**config.mk**
```make
export PLATFORM = sky130hd
export DESIGN_NAME = lli_div_cell
export DESIGN_NICKNAME = d
export VERILOG_FILES = /design/src/hdl/lli_pkg.sv /design/src/hdl/lli_div_cell.sv
export SDC_FILE = /design/constraint.sdc
export NUM_CORES = 1
export LEC_CHECK = 0
export CAP_MARGIN = 20
export CORE_AREA = 2 2 283 285
export DETAILED_ROUTE_END_ITERATION = 10
export DIE_AREA = 0 0 285 287
export DONT_BUFFER_PORTS = 1
export GPL_ROUTABILITY_DRIVEN = 0
export PLACE_DENSITY = 0.44
export REMOVE_ABC_BUFFERS = 1
export SETUP_SLACK_MARGIN = 0.15
export SYNTH_ARGS = -nofsm -noshare
export SYNTH_HDL_FRONTEND = slang
export SYNTH_SLANG_ARGS = --single-unit
```
**constraint.sdc**
```tcl
create_clock -name i_clk -period 24.9 [get_ports i_clk]
set_input_delay 4.98 -clock i_clk [delete_from_list [all_inputs] [get_ports i_clk]]
set_output_delay 4.98 -clock i_clk [all_outputs]
set_load 0.1 [all_outputs]
```
**src/hdl/lli_pkg.sv**
```systemverilog
// ============================================================================
// lli_pkg
// Shared widths, constants and transaction types for the line intersection unit.
// ============================================================================
package lli_pkg;

    localparam int COORD_W   = 32;
    localparam int D_W       = COORD_W + 1;          // dx, dy
    localparam int PROD_W    = 2 * COORD_W;          // point products
    localparam int C_W       = PROD_W + 1;           // cross term
    localparam int M_W       = 2 * D_W;              // 33x33 products
    localparam int DEN_W     = M_W + 1;              // denominator
    localparam int LO_W      = 32;                   // low chunk of the cross term
    localparam int NUM_W     = M_W + LO_W + 1;       // numerator
    localparam int Q_W       = COORD_W;              // quotient bits produced
    localparam int DIV_STEPS = Q_W;

    localparam int          APB_AW      = 3;
    localparam int          APB_DW      = 32;
    localparam logic        REG_MIN_DEN = 1'b0;      // register index (paddr[2])
    localparam logic [31:0] MIN_DEN_RST = 32'd4294967;

    localparam logic [COORD_W-1:0] SAT_POS = {1'b0, {(COORD_W-1){1'b1}}};
    localparam logic [COORD_W-1:0] SAT_NEG = {1'b1, {(COORD_W-1){1'b0}}};

    typedef struct packed {
        logic signed [COORD_W-1:0] line1_start_x;
        logic signed [COORD_W-1:0] line1_start_y;
        logic signed [COORD_W-1:0] line1_end_x;
        logic signed [COORD_W-1:0] line1_end_y;
        logic signed [COORD_W-1:0] line2_start_x;
        logic signed [COORD_W-1:0] line2_start_y;
        logic signed [COORD_W-1:0] line2_end_x;
        logic signed [COORD_W-1:0] line2_end_y;
    } t_in_item;

    typedef struct packed {
        logic                      found;
        logic signed [COORD_W-1:0] result_x;
        logic signed [COORD_W-1:0] result_y;
        logic                      saturated;
    } t_out_item;

    // front end result: denominator and numerator partial products
    typedef struct packed {
        logic signed [DEN_W-1:0] den;
        logic signed [M_W-1:0]   ax_hi;
        logic signed [M_W-1:0]   ax_lo;
        logic signed [M_W-1:0]   bx_hi;
        logic signed [M_W-1:0]   bx_lo;
        logic signed [M_W-1:0]   ay_hi;
        logic signed [M_W-1:0]   ay_lo;
        logic signed [M_W-1:0]   by_hi;
        logic signed [M_W-1:0]   by_lo;
    } t_front_item;

    typedef struct packed {
        logic [NUM_W-1:0] rem;
        logic [Q_W-1:0]   q;
        logic             neg;
        logic             ovf;
    } t_div_lane;

    typedef struct packed {
        t_div_lane        x;
        t_div_lane        y;
        logic [NUM_W-1:0] ds;     // divisor aligned to the current quotient bit
        logic             found;
    } t_div_item;

endpackage

```
**src/hdl/lli_div_cell.sv**
```systemverilog
// ============================================================================
// lli_div_cell
// One restoring-division step for both coordinates; yields one quotient bit.
// ============================================================================
module lli_div_cell
    import lli_pkg::*;
(
    input  logic       i_clk,
    input  logic       i_rst_n,
    input  logic       i_valid,
    output logic       o_stall,
    input  t_div_item  i_data,
    output logic       o_valid,
    input  logic       i_stall,
    output t_div_item  o_data
);

    logic      r_valid;
    t_div_item r_data;
    t_div_item n_data;
    logic      w_gex, w_gey;

    assign o_stall = r_valid & i_stall;
    assign o_valid = r_valid;
    assign o_data  = r_data;

    always_comb begin
        n_data   = i_data;
        w_gex    = (i_data.x.rem >= i_data.ds);
        w_gey    = (i_data.y.rem >= i_data.ds);
        if (w_gex) begin
            n_data.x.rem = i_data.x.rem - i_data.ds;
        end
        if (w_gey) begin
            n_data.y.rem = i_data.y.rem - i_data.ds;
        end
        n_data.x.q = {i_data.x.q[Q_W-2:0], w_gex};
        n_data.y.q = {i_data.y.q[Q_W-2:0], w_gey};
        n_data.ds  = i_data.ds >> 1;
    end

    always_ff @(posedge i_clk) begin
        if (!i_rst_n) begin
            r_valid <= 1'b0;
        end else if (!o_stall) begin
            r_valid <= i_valid;
        end
    end

    always_ff @(posedge i_clk) begin
        if (!o_stall && i_valid) begin
            r_data <= n_data;
        end
    end

endmodule

```
# == Word level (Yosys, flattened, before mapping) ==
# Index checks and enable logic that the tools add are counted.
# Widths: inputs -> output; s select.
# word_totals
out_inout_bits,368
reg_bits,366
input_bits,370
# classes
n_lt_le_gt_ge,2
bitwise_logic,1
n_reduce_logical,2
add_sub_neg,2
n_mux,2
# op_table
operator,count
$ge 99x99->1,2
$mux 99,2
$sub 99x99->99,2
$and 1x1->1,1
$logic_and 1x1->1,1
$logic_not 1->1,1

# == Logic depth before layout (Yosys ltp) ==
# logic_depth
depth_word,3
mapped_depth,18

# == Least setup slack after synthesis ==
# No wires, ideal clock.
# synth_path
path_kind,input-to-reg
start,input port i_stall
end,"register r_data (netlist bit o_data[0]), enable pin"
slack_ns,2.243
n_path_buf,0
cell_stages,2
setup_time_ns,1.134
arrival_time_ns,21.523
path_cell_list,and2_1 -> nor2b_1
# synth_between
elab_chain_cells,3
# synth_rtl
item,line_no,source
start: declaration,lli_div_cell.sv:14,"input logic i_stall,"
$and 1x1->1,lli_div_cell.sv:23,assign o_stall = r_valid & i_stall;
$logic_not 1->1,lli_div_cell.sv:51,if (!o_stall && i_valid) begin
$logic_and 1x1->1,lli_div_cell.sv:51,
end signal: assignment,lli_div_cell.sv:52,r_data <= n_data;
end: declaration,lli_div_cell.sv:19,t_div_item r_data;
# No other way between the ends.
# A chain may end at the register's enable or synchronous reset.

# == Worst setup path after layout ==
# layout_path
start,input port i_stall
end,output port o_stall
# layout_between
elab_chain_cells,1
# layout_rtl
item,line_no,source
$and 1x1->1,lli_div_cell.sv:23,
end: declaration,lli_div_cell.sv:11,"output logic o_stall,"
# No other way between the ends.

==> results.py <==
metrics = {
    "die": {
        "die-area_um2": 81800,
        "die_x_um": 285,
        "start_util_pct": 32.86,
        "core_um2": 78610,
        "num_rows": 103,
        "io_pins": 738,
        "die_h_um": 287,
    },
    "pwr": {
        "powerDensity_nw_per_um2": 82.11,
        "clkPwrFrac_pct": 29.3,
        "leakagePower_nw": 10.86,
        "p_sw_uw": 979.2,
        "p_int_mw": 1.334,
        "pwr-share-seq_pct": 50.4,
        "vdd_drop_max_mv": 0.04875,
        "p_sw_share_pct": 42.33,
        "power_mw": 2.313,
        "power_frac_comb_pct": 20.2,
    },
    "clock_network": {
        "cts_resized": 0,
        "clk_path_buf_depth": 3,
        "cts_tree": "yes",
        "htreeDepth": 2,
        "cts.clk_slew.worst_paths_ns": 0.05,
        "cts.sinks": 366,
        "cts_hold_buf": 0,
        "clock_latency_ns": 0.58,
        "clock-root-buffer": "clkbuf_16",
        "cts_inserted_buffers": 45,
        "post_cts_buffers": 0,
    },
    "detailed_routing": {
        "via_count": 21000,
        "wl_met3_um": 8490,
        "wl_per_cell_um": 26.27,
        "wl_met2_um": 47720,
        "drt-total-wl_um": 98170,
        "ant_nets": 0,
        "met1_length_um": 39980,
        "drt_iter0_drc": 1666,
        "maxUsedRoutingLayer": "met4",
        "viasPerCell": 5.619,
        "first_pass_iters": 6,
        "drc": 0,
    },
    "global_routing": {
        "antenna_found_initial": 1,
        "grt_pass1_wl_um": 140700,
        "grt-ovfl-total": 0,
        "grt_max_degree": 147,
        "grt_pass1_vias": 20720,
        "grt_usage_pct": 22.92,
    },
    "sta": {
        "clock_skew_ns": 0.01323,
        "setup-violations-final": 0,
        "grt_setup_unrepaired": "no",
        "worst_slew_pin_slew_ns": 1.185,
        "whs_ns": 1.709,
        "slew_viol_final": 0,
        "fmax_mhz": 92.72,
        "final.period_utilization_pct": 43.32,
        "period_minus_slack_ns": 10.79,
        "tns_ns": 0,
        "final_hold_viol_count": 0,
        "max_slew_margin_pct": 21.14,
    },
    "worst_setup_path": {
        "cp-startpoint": "i_stall",
        "critPathBufInv": 0,
        "reg2reg_depth": 4,
        "critPathTopFamily": "simple AND/OR/NAND/NOR gates",
        "path_depth": 1,
        "max_stage_delay_ns": 0.82,
        "reg2reg_slack_ns": 21.15,
        "setup.worst_path.end_class": "output pin",
        "path_cells": "and2_1",
        "timing.rr.end": "o_data[319]",
        "cp-start-kind": "primary input",
        "rr_startpoint": "o_valid",
        "path_class": "primary input to output pin",
        "cp.required_ns": 19.92,
        "worstPathArrival_ns": 5.81,
        "cp_max_fo": 3,
        "cp_slowest_cell": "and2_1",
        "worstSetupEndpoint": "o_stall",
    },
    "logic_synthesis": {
        "ys_seq_elements": 366,
        "ys_warn_count": 0,
        "synthDominantCellAreaShare_pct": 42.43,
        "async_reset_ff_share_pct": 0,
        "yosys.area.top_type": "edfxtp_1",
        "synthCells": 2736,
        "ys_top_cells_by_count": "edfxtp_1 (365), a21oi_1 (322), nand2_1 (264)",
        "yosys.cell_count.top_type": "edfxtp_1",
        "synth_ff_type": "edfxtp_1",
        "syn_area_um2": 25830,
        "synth_area_leaders": "edfxtp_1 (42%), ha_1 (9.6%), a21oi_1 (6.2%)",
        "ys_seq_area_share_pct": 42.51,
        "ys_types": 90,
        "avgSynthCellArea_um2": 9.441,
        "synth_edf_count": 365,
    },
    "status": {
        "status": "finished clean",
    },
    "layout": {
        "design_area_um2": 28170,
        "nets": 3223,
        "area_growth_pct": 9.068,
        "finalNonFillerCells": 3737,
        "drive_gt1_share_pct": 5.589,
        "n_fill_cell": 8121,
    },
    "placed_design": {
        "port_buffers": 0,
        "placed_cell_area_um2": 26670,
        "dp_cells": 3656,
        "dpl.hpwl_um": 80830,
    },
    "run": {
        "drv_cap": 0,
    },
    "worst_hold_path": {
        "hold_class": "register to register",
    },
}
[tightest hold or removal path, cell delays in order, from the launching register on]
cell and delay (ns):
dfxtp_1 0.64, and2_1 0.68, o21a_1 0.34
[layer usage]
layer	vias up	global-route usage, %
met4	0	4.777
met1	10130	28.29
met5	-	0
met2	821	39.60
met3	105	6.778
li1	9942	-
[cells by family after synthesis]
family / Yosys count / synth area share (%)
other cells: 1 / 0.01452
buf+inv: 292 / 4.607
mux: 32 / 1.385
fa+ha+maj: 200 / 9.746
flops: 366 / 42.51
simple gates: 743 / 13.44
compound gates: 915 / 21.95
xor+xnor: 187 / 6.341
[area by class of cell]
type / instances / area [um2] / share of cell area [%]
multi-input combinational: 2078 / 13670 / 48.54
sequential: 366 / 10980 / 38.98
tap: 1050 / 1314 / 4.663
clock buffer: 50 / 1165 / 4.135
inverter: 149 / 564.3 / 2.003
clock inverter: 28 / 331.6 / 1.177
timing repair buffer: 13 / 135.1 / 0.4797
antenna: 3 / 7.507 / 0.02665
[state kept, by name, indices dropped and copies added (netlist names)]
name and flops:
o_valid 1, o_data 365
[per-stage QoR]
stage	setup WS, ns	utilization, %
final	14.11	35.84
after global routing	14.10	35.83
after CTS	14.11	35.83
after detailed placement	13.84	33.92
after global placement	13.83	33.87
after floorplan	2.243	-
[cells in the final DEF, fill, tap and decap left out, types with 19 or more instances in the layout]
master / count
edfxtp_1: 365
a21oi_1: 322
o21a_1: 27
a31oi_1: 26
xor2_1: 82
nand2_1: 264
nor2_1: 199
nor3_1: 33
a211oi_1: 20
mux2_2: 19
inv_1: 148
xnor2_1: 105
a21o_1: 106
clkbuf_16: 45
o21bai_1: 56
o21ai_0: 220
nand4_1: 82
nand3_1: 32
and3_1: 20
ha_1: 198
[how the worst min path moves through the flow]
stage               slack (ns)  cells past startpoint      end  startpoint
detailed placement        1.71                      2  o_valid     o_valid
global placement          1.70                      2  o_valid     o_valid
global route              1.74                      2  o_valid     o_valid
CTS                       1.72                      2  o_valid     o_valid
finish                    1.71                      2  o_valid     o_valid
floorplan                 1.64                      2  o_valid     o_valid
[power groups by stage]
| stage | Sequential (mW) | Combinational [mW] | Clock [mW] |
|---|---|---|---|
| 3_3_place_gp | 1.18 | 0.457 | 0 |
| 2_1_floorplan | 1.18 | 0.338 | 0 |
| 3_5_place_dp | 1.18 | 0.463 | 0 |
| 5_1_grt | 1.17 | 0.517 | 0.720 |
| 6_report | 1.17 | 0.468 | 0.678 |
| 4_1_cts | 1.17 | 0.466 | 0.699 |
No activity file was read; power rests on OpenSTA's default activity.
