<file path="config.mk">
export PLATFORM = sky130hd
export DESIGN_NAME = lli_prep
export DESIGN_NICKNAME = d
export VERILOG_FILES = /design/src/hdl/lli_pkg.sv /design/src/hdl/lli_prep.sv
export SDC_FILE = /design/constraint.sdc
export NUM_CORES = 2
export LEC_CHECK = 0
export BUFFER_PORTS_ARGS = -buffer_cell sky130_fd_sc_hd__buf_2
export CAP_MARGIN = 20
export CORE_AREA = 2 2 392 394
export DETAILED_ROUTE_END_ITERATION = 16
export DIE_AREA = 0 0 394 396
export GPL_TIMING_DRIVEN = 0
export PLACE_DENSITY = 0.68
export SYNTH_ARGS = -nofsm -noshare
export SYNTH_HDL_FRONTEND = slang
export SYNTH_SLANG_ARGS = --single-unit
</file>
<file path="constraint.sdc">
create_clock -name i_clk -period 41.7 [get_ports i_clk]
set_clock_uncertainty 0.1 [all_clocks]
set_input_delay 2.085 -clock i_clk [delete_from_list [all_inputs] [get_ports i_clk]]
set_output_delay 2.085 -clock i_clk [all_outputs]
set_load 0.02 [all_outputs]
</file>
<file path="src/hdl/lli_pkg.sv">
// ============================================================================
// lli_pkg
// Shared widths, constants and transaction types for the line intersection unit.
// ============================================================================
package lli_pkg;

    localparam int COORD_W   = 32;
    localparam int D_W       = COORD_W + 1;          // dx, dy
    localparam int PROD_W    = 2 * COORD_W;          // point products
    localparam int C_W       = PROD_W + 1;           // cross term
    localparam int M_W       = 2 * D_W;              // 33x33 products
    localparam int DEN_W     = M_W + 1;              // denominator
    localparam int LO_W      = 32;                   // low chunk of the cross term
    localparam int NUM_W     = M_W + LO_W + 1;       // numerator
    localparam int Q_W       = COORD_W;              // quotient bits produced
    localparam int DIV_STEPS = Q_W;

    localparam int          APB_AW      = 3;
    localparam int          APB_DW      = 32;
    localparam logic        REG_MIN_DEN = 1'b0;      // register index (paddr[2])
    localparam logic [31:0] MIN_DEN_RST = 32'd4294967;

    localparam logic [COORD_W-1:0] SAT_POS = {1'b0, {(COORD_W-1){1'b1}}};
    localparam logic [COORD_W-1:0] SAT_NEG = {1'b1, {(COORD_W-1){1'b0}}};

    typedef struct packed {
        logic signed [COORD_W-1:0] line1_start_x;
        logic signed [COORD_W-1:0] line1_start_y;
        logic signed [COORD_W-1:0] line1_end_x;
        logic signed [COORD_W-1:0] line1_end_y;
        logic signed [COORD_W-1:0] line2_start_x;
        logic signed [COORD_W-1:0] line2_start_y;
        logic signed [COORD_W-1:0] line2_end_x;
        logic signed [COORD_W-1:0] line2_end_y;
    } t_in_item;

    typedef struct packed {
        logic                      found;
        logic signed [COORD_W-1:0] result_x;
        logic signed [COORD_W-1:0] result_y;
        logic                      saturated;
    } t_out_item;

    // front end result: denominator and numerator partial products
    typedef struct packed {
        logic signed [DEN_W-1:0] den;
        logic signed [M_W-1:0]   ax_hi;
        logic signed [M_W-1:0]   ax_lo;
        logic signed [M_W-1:0]   bx_hi;
        logic signed [M_W-1:0]   bx_lo;
        logic signed [M_W-1:0]   ay_hi;
        logic signed [M_W-1:0]   ay_lo;
        logic signed [M_W-1:0]   by_hi;
        logic signed [M_W-1:0]   by_lo;
    } t_front_item;

    typedef struct packed {
        logic [NUM_W-1:0] rem;
        logic [Q_W-1:0]   q;
        logic             neg;
        logic             ovf;
    } t_div_lane;

    typedef struct packed {
        t_div_lane        x;
        t_div_lane        y;
        logic [NUM_W-1:0] ds;     // divisor aligned to the current quotient bit
        logic             found;
    } t_div_item;

endpackage

</file>
<file path="src/hdl/lli_prep.sv">
// ============================================================================
// lli_prep
// Numerator assembly, parallel test, magnitudes and range check for the divider.
// ============================================================================
module lli_prep
    import lli_pkg::*;
(
    input  logic               i_clk,
    input  logic               i_rst_n,
    input  logic [APB_DW-1:0]  i_min_den,
    input  logic               i_valid,
    output logic               o_stall,
    input  t_front_item        i_data,
    output logic               o_valid,
    input  logic               i_stall,
    output t_div_item          o_data
);

    logic               r_v4, r_v5, r_v6;
    logic               s4, s5, s6;

    logic [NUM_W-1:0]   r_nx, r_ny;
    logic [DEN_W-1:0]   r_ad;
    logic               r_dneg, r_found;

    logic [NUM_W-1:0]   r_mx, r_my;
    logic [DEN_W-1:0]   r5_ad;
    logic               r_negx, r_negy, r5_found;

    t_div_item          r_out;

    logic [NUM_W-1:0]   n_nx, n_ny;
    logic [DEN_W-1:0]   n_ad;
    logic               n_found;
    logic [NUM_W-1:0]   n_mx, n_my;
    logic [NUM_W-1:0]   w_dfull;
    t_div_item          n_out;

    assign s6      = r_v6 & i_stall;
    assign s5      = r_v5 & s6;
    assign s4      = r_v4 & s5;
    assign o_stall = s4;
    assign o_valid = r_v6;
    assign o_data  = r_out;

    always_comb begin
        n_nx = {i_data.ax_hi[M_W-1], i_data.ax_hi, {LO_W{1'b0}}}
             + {{(NUM_W-M_W){i_data.ax_lo[M_W-1]}}, i_data.ax_lo}
             - {i_data.bx_hi[M_W-1], i_data.bx_hi, {LO_W{1'b0}}}
             - {{(NUM_W-M_W){i_data.bx_lo[M_W-1]}}, i_data.bx_lo};
        n_ny = {i_data.ay_hi[M_W-1], i_data.ay_hi, {LO_W{1'b0}}}
             + {{(NUM_W-M_W){i_data.ay_lo[M_W-1]}}, i_data.ay_lo}
             - {i_data.by_hi[M_W-1], i_data.by_hi, {LO_W{1'b0}}}
             - {{(NUM_W-M_W){i_data.by_lo[M_W-1]}}, i_data.by_lo};
        n_ad = i_data.den[DEN_W-1] ? (~i_data.den + 1'b1) : i_data.den;
        // exact zero counts as parallel even with a zero threshold
        n_found = (n_ad != '0) && (n_ad >= {{(DEN_W-APB_DW){1'b0}}, i_min_den});
    end

    always_comb begin
        n_mx = r_nx[NUM_W-1] ? (~r_nx + 1'b1) : r_nx;
        n_my = r_ny[NUM_W-1] ? (~r_ny + 1'b1) : r_ny;
    end

    always_comb begin
        w_dfull     = {r5_ad, {LO_W{1'b0}}};
        n_out.x.rem = r_mx;
        n_out.x.q   = '0;
        n_out.x.neg = r_negx;
        n_out.x.ovf = (r_mx >= w_dfull);
        n_out.y.rem = r_my;
        n_out.y.q   = '0;
        n_out.y.neg = r_negy;
        n_out.y.ovf = (r_my >= w_dfull);
        n_out.ds    = {1'b0, r5_ad, {(Q_W-1){1'b0}}};
        n_out.found = r5_found;
    end

    always_ff @(posedge i_clk) begin
        if (!i_rst_n) begin
            r_v4 <= 1'b0;
            r_v5 <= 1'b0;
            r_v6 <= 1'b0;
        end else begin
            if (!s4) r_v4 <= i_valid;
            if (!s5) r_v5 <= r_v4;
            if (!s6) r_v6 <= r_v5;
        end
    end

    always_ff @(posedge i_clk) begin
        if (!s4 && i_valid) begin
            r_nx    <= n_nx;
            r_ny    <= n_ny;
            r_ad    <= n_ad;
            r_dneg  <= i_data.den[DEN_W-1];
            r_found <= n_found;
        end
        if (!s5 && r_v4) begin
            r_mx     <= n_mx;
            r_my     <= n_my;
            r5_ad    <= r_ad;
            r_negx   <= r_nx[NUM_W-1] ^ r_dneg;
            r_negy   <= r_ny[NUM_W-1] ^ r_dneg;
            r5_found <= r_found;
        end
        if (!s6 && r_v5) begin
            r_out <= n_out;
        end
    end

endmodule

</file>
# Word-level counts from Yosys, hierarchy flattened
# Cells that the tools add are included.
# word_totals
in_bits,631
wordCells,55
regBits,808
out_inout_bits,368
# classes
reduce_logical,8
n_mux,3
n_bitwise,8
n_lt_le_gt_ge,3
n_addsub,9
# op_table
operator,n
$sub A99 B99 Y99,4
$add A98 B66 Y99,2
$add A99 B1 Y99 const B,2
$ge A99 B99 Y1,2
$not A99 Y99,2
$mux W98,2
$add A67 B1 Y67 const B,1
$ge A67 B32 Y1,1
$mux W67,1
$not A67 Y67,1
$reduce_bool A67 Y1,1
$logic_and A1 B1 Y1,4
$and A1 B1 Y1,3
$logic_not A1 Y1,3
$xor A1 B1 Y1,2

# Longest topological paths before layout
# depth
word_depth,5
mapped_depth,19
ltp_nobuf,19

# Worst setup path after synthesis
# Ideal clock, no wire load.
# synth_path
path_kind,in2reg
from,in i_stall
to,"reg r_out (netlist bit o_data[0]), enable pin"
setup_ns,1.310
required_time_ns,40.290
path_slack_ns,18.782
arrival_ns,21.508
cell_stages,1
path_buffers,0
cell_sequence,a21boi_0
# synth_between
elab_chain_len,3
# synth_lines
element,line,text
"start, declared",lli_prep.sv:15,"input logic i_stall,"
$and A1 B1 Y1,lli_prep.sv:39,assign s6 = r_v6 & i_stall;
$logic_not A1 Y1,lli_prep.sv:107,if (!s6 && r_v5) begin
$logic_and A1 B1 Y1,lli_prep.sv:107,
"end signal, assigned",lli_prep.sv:108,r_out <= n_out;
"end, declared",lli_prep.sv:30,t_div_item r_out;
# No other way between the ends.
# A chain may end at the register's enable or synchronous reset.

# Worst setup path in the final report
# layout_path
from,in i_data[594] (netlist name)
to,reg r_found (data pin)
# layout_between
elab_cells_between_ends,6
cone_classes,1 x add/sub; 1 x order compare; 1 x mux; 1 x bitwise; 2 x reduce/logical
# layout_lines
element,line,text
"start, declared",lli_prep.sv:13,"input t_front_item i_data,"
$mux W67 *,lli_prep.sv:55,n_ad = i_data.den[DEN_W-1] ? (~i_data.den + 1'b1) : i_data.den;
via n_ad[20],lli_prep.sv:33,logic [DEN_W-1:0] n_ad;
$ge A67 B32 Y1 / $reduce_bool A67 Y1 (equally long branches),lli_prep.sv:57,"n_found = (n_ad != '0) && (n_ad >= {{(DEN_W-APB_DW){1'b0}}, i_min_den});"
$logic_and A1 B1 Y1 *,lli_prep.sv:57,
via n_found,lli_prep.sv:34,logic n_found;
"end signal, assigned",lli_prep.sv:97,r_found <= n_found;
"end, declared",lli_prep.sv:24,"logic r_dneg, r_found;"
# The timed path passes the listed nets; every way through them passes the cells marked *.

==> impl_metrics.csv <==
group,metric,value,unit
placement,dpl-instance-area,64130,um^2
final_layout,final_nets,7634,
sta,fmax,0.1296,GHz
synthesis,ys_seq_area_share,43.26,%
sta,finalCriticalPeriod,7.717,ns
setup_path,critical_path_required,42.02,ns
clock_tree,clockBufferDepth,3,
setup_path,worstPathMaxFanout,10,
sta,setup_viol,0,
setup_path,rrSetupSlack,36.65,ns
job,maxCapViolCount,0,
pwr,power_density,53.96,nW/um^2
die,fp.dieW,394,um
setup_path,max_stage_delay,0.81,ns
synthesis,synth_area_leaders,"edfxtp_1, ha_1, fa_1",
synthesis,synthArstFlopShare,0,%
clock_tree,cts_resized,0,
synthesis,synth_edf_count,805,
final_layout,area_growth,19.87,%
clock_tree,cts_tree,"done",
die,fp.dieArea,156000,um^2
placement,io_buffers,901,
clock_tree,cts_num_sinks,808,
routing,dr.pass1.iters,6,
setup_path,r2r-end,"r_my[91]$_DFFE_PP_",
sta,tightest_slew,1.182,ns
setup_path,critPathCaptureType,"flop",
die,initial_core_util,36.96,%
global_routing,antenna_found_initial,42,
die,ioPinCount,999,
global_routing,grt_pass1_wl,278.3,mm
synthesis,ys_seq_elements,808,
sta,maxSlewHeadroom,21.21,%
min_path,min_to,"r5_ad[63]$_DFFE_PP_",
setup_path,criticalPathCategory,"in -> reg",
sta,setup-tns-final,0,ns
routing,dr_total_vias,43410,
global_routing,grt_overflow_total,0,
routing,ant_nets,0,
final_layout,n_fill_cell,14260,
final_layout,final_cell_area,67140,um^2
synthesis,mappedNetlistArea,56010,um^2
global_routing,grt_util_all_layers,24.27,%
min_path,worstHoldStart,"r_ad[63]$_DFFE_PP_",
placement,routabilityCongestion,0.9272,
sta,report.final.slew_viol_count,0,
clock_tree,post_cts_buffers,0,
die,core_area,151500,um^2
sta,whs,0.2981,ns
final_layout,final_layout_size_suffix_gt1_share,19.26,%
global_routing,grt_pass1_vias,42460,
pwr,power.total,3.623,mW
clock_tree,path_clk_slew,0.06,ns
min_path,hp-class,"reg -> reg",
pwr,vdd_drop_max,0.03541,mV
synthesis,synth_cell_type_count,84,
routing,wl_per_cell,23.26,um
synthesis,ys_warn_count,0,
routing,vias_per_cell,5.187,
die,die_h,396,um
global_routing,grt_max_degree,37,
synthesis,syn_avg_cell_area,10.91,um^2
placement,hpwlAfterDp,166.6,mm
clock_tree,numCtsBuffers,86,
sta,period_share,18.51,%
routing,post-route-drc-count,0,
die,rows,143,
status,status,"completed",
synthesis,synth_most_common_cell,"edfxtp_1",
synthesis,netlist_top_cells_count,"edfxtp_1, inv_1, ha_1, xnor2_1, a21oi_1",
clock_tree,postCtsHoldBufs,0,
setup_path,crit_chain,"buf_2 -> clkbuf_1 -> clkbuf_1 -> clkbuf_1 -> clkbuf_1 -> o31ai_1 -> xnor2_1 -> ha_1 -> a21o_1 -> a21o_1 -> a21o_1 -> a21o_1 -> a21oi_1 -> nor2b_1 -> o21ai_0 -> nand4b_1 -> a32o_1 -> a21oi_1 -> o2111ai_1",
routing,wl,194.7,mm
sta,setup_slack,33.98,ns
min_path,holdPathStages,0,
setup_path,slowest_stage,"a21oi_1",
sta,grt_setup_unrepaired,"false",
synthesis,ys.flop_type,"edfxtp_1",
clock_tree,clk_latency,0.71,ns
synthesis,yosysTopAreaCell,"edfxtp_1",
sta,final_hold_viol_count,0,
setup_path,rr_startpoint,"r_ny[4]$_DFFE_PP_",
setup_path,reg2reg_depth,14,
clock_tree,h-tree-depth,3,
setup_path,start_kind,"primary input",
synthesis,synth_top_area_share,43.16,%
placement,dp_slack,33.36,ns
setup_path,worstPathArrival,8.04,ns
pwr,p_leak,29.06,nW
synthesis,syn_inst,5134,
routing,drtIter0Drc,3494,
clock_tree,root_buffer,"clkbuf_16",
-- power by group --
group	switching, mW	internal (mW)
combinational	0.875	0.582
sequential	0.178	1.19
clock	0.350	0.445
-- final cells by class --
class	instances	area [um^2]	area share, %
clock buffer	92	2175	3.239
multi-input combinational	3416	28040	41.76
antenna	15	37.54	0.05591
buffer	237	1261	1.878
clock inverter	67	782.0	1.165
timing repair buffer	937	5192	7.734
inverter	768	2883	4.294
sequential	808	24230	36.09
tap	2030	2540	3.783
-- how the worst max path moves through the flow --
stage,startpoint,to,slack (ns),depth (start not counted)
floorplan,i_stall,o_data[0]$_DFFE_PP_,18.78,1
global placement,i_stall,o_data[72]$_DFFE_PP_,7.43,2
detailed placement,i_data[594],r_found$_DFFE_PP_,33.36,19
CTS,i_data[594],r_found$_DFFE_PP_,34.14,19
global route,i_data[594],r_found$_DFFE_PP_,33.80,19
finish,i_data[594],r_found$_DFFE_PP_,33.98,19
-- registers in the layout, indices dropped and copies added, names as in the netlist --
signal	cells
r_negx	1
r_v4	1
r_v5	1
r5_ad	67
r_nx	99
r5_found	1
r_found	1
r_mx	99
r_ad	67
r_ny	99
o_data	270
r_dneg	1
r_my	99
r_negy	1
o_valid	1
-- metrics by stage --
step           utilization (%)  cells
2_1_floorplan                -   5229
3_3_place_gp             41.85   8160
3_5_place_dp             42.32   8193
4_1_cts                  44.27   8352
5_1_grt                  44.28   8356
6_report                 44.30   8370
-- critical path: cells and delay by family --
family | cells | cell delay (ns)
AO/OA/AOI/OAI | 10 | 2.51
XOR/XNOR | 1 | 0.41
adder cells (fa/ha/maj) | 1 | 0.32
buffers and inverters | 5 | 2.49
AND/OR/NAND/NOR | 2 | 0.18
-- routing by layer --
layer | vias up | share of wire (%) | routed length, um | GRT usage, %
met5 | - | 0.093 | 182 | 0
met4 | 30 | 2.8 | 5495 | 7.006
met3 | 251 | 9.2 | 17930 | 6.530
met2 | 1574 | 46 | 89110 | 38.63
met1 | 21300 | 42 | 82010 | 32.38
li1 | 20260 | - | - | -
-- placed cells by master, fill, tap and decap left out, types with 16 or more instances in the layout --
| cell | count |
|---|---|
| buf_2 | 905 |
| edfxtp_1 | 805 |
| inv_1 | 768 |
| ha_1 | 481 |
| xnor2_1 | 356 |
| a21oi_1 | 296 |
| nand2_1 | 287 |
| fa_1 | 268 |
| o21ai_0 | 237 |
| nor2_1 | 181 |
| a21o_1 | 174 |
| clkbuf_1 | 136 |
| nand4_1 | 117 |
| o31ai_1 | 98 |
| buf_4 | 97 |
| conb_1 | 96 |
| xor2_1 | 89 |
| clkbuf_16 | 86 |
| nor3_1 | 68 |
| nand3_1 | 57 |
| or3_1 | 56 |
| o21bai_1 | 54 |
| nor4_1 | 52 |
| or4_1 | 47 |
| nand2b_1 | 47 |
| o41ai_1 | 42 |
| a31oi_1 | 35 |
| nor2b_1 | 33 |
| buf_12 | 23 |
| o21a_1 | 17 |
| or2_2 | 17 |
| o211ai_1 | 16 |
| clkinv_1 | 16 |
-- kinds of logic (layout without fill, tap and decap cells) --
logic type | Yosys count | in the layout | share of synthesized area (%)
xor gates and xnor gates | 445 | 445 | 6.958
and+or+nand+nor | 1033 | 1033 | 9.474
muxes | 1 | 1 | 0.01787
buffers and inverters | 1005 | 2101 | 7.396
DFF | 808 | 808 | 43.26
AOI/OAI and AO/OA | 1092 | 1092 | 12.56
adders and majority gates | 749 | 749 | 20.32
other | 1 | 111 | 0.006695
(Power assumes the default switching activity.)
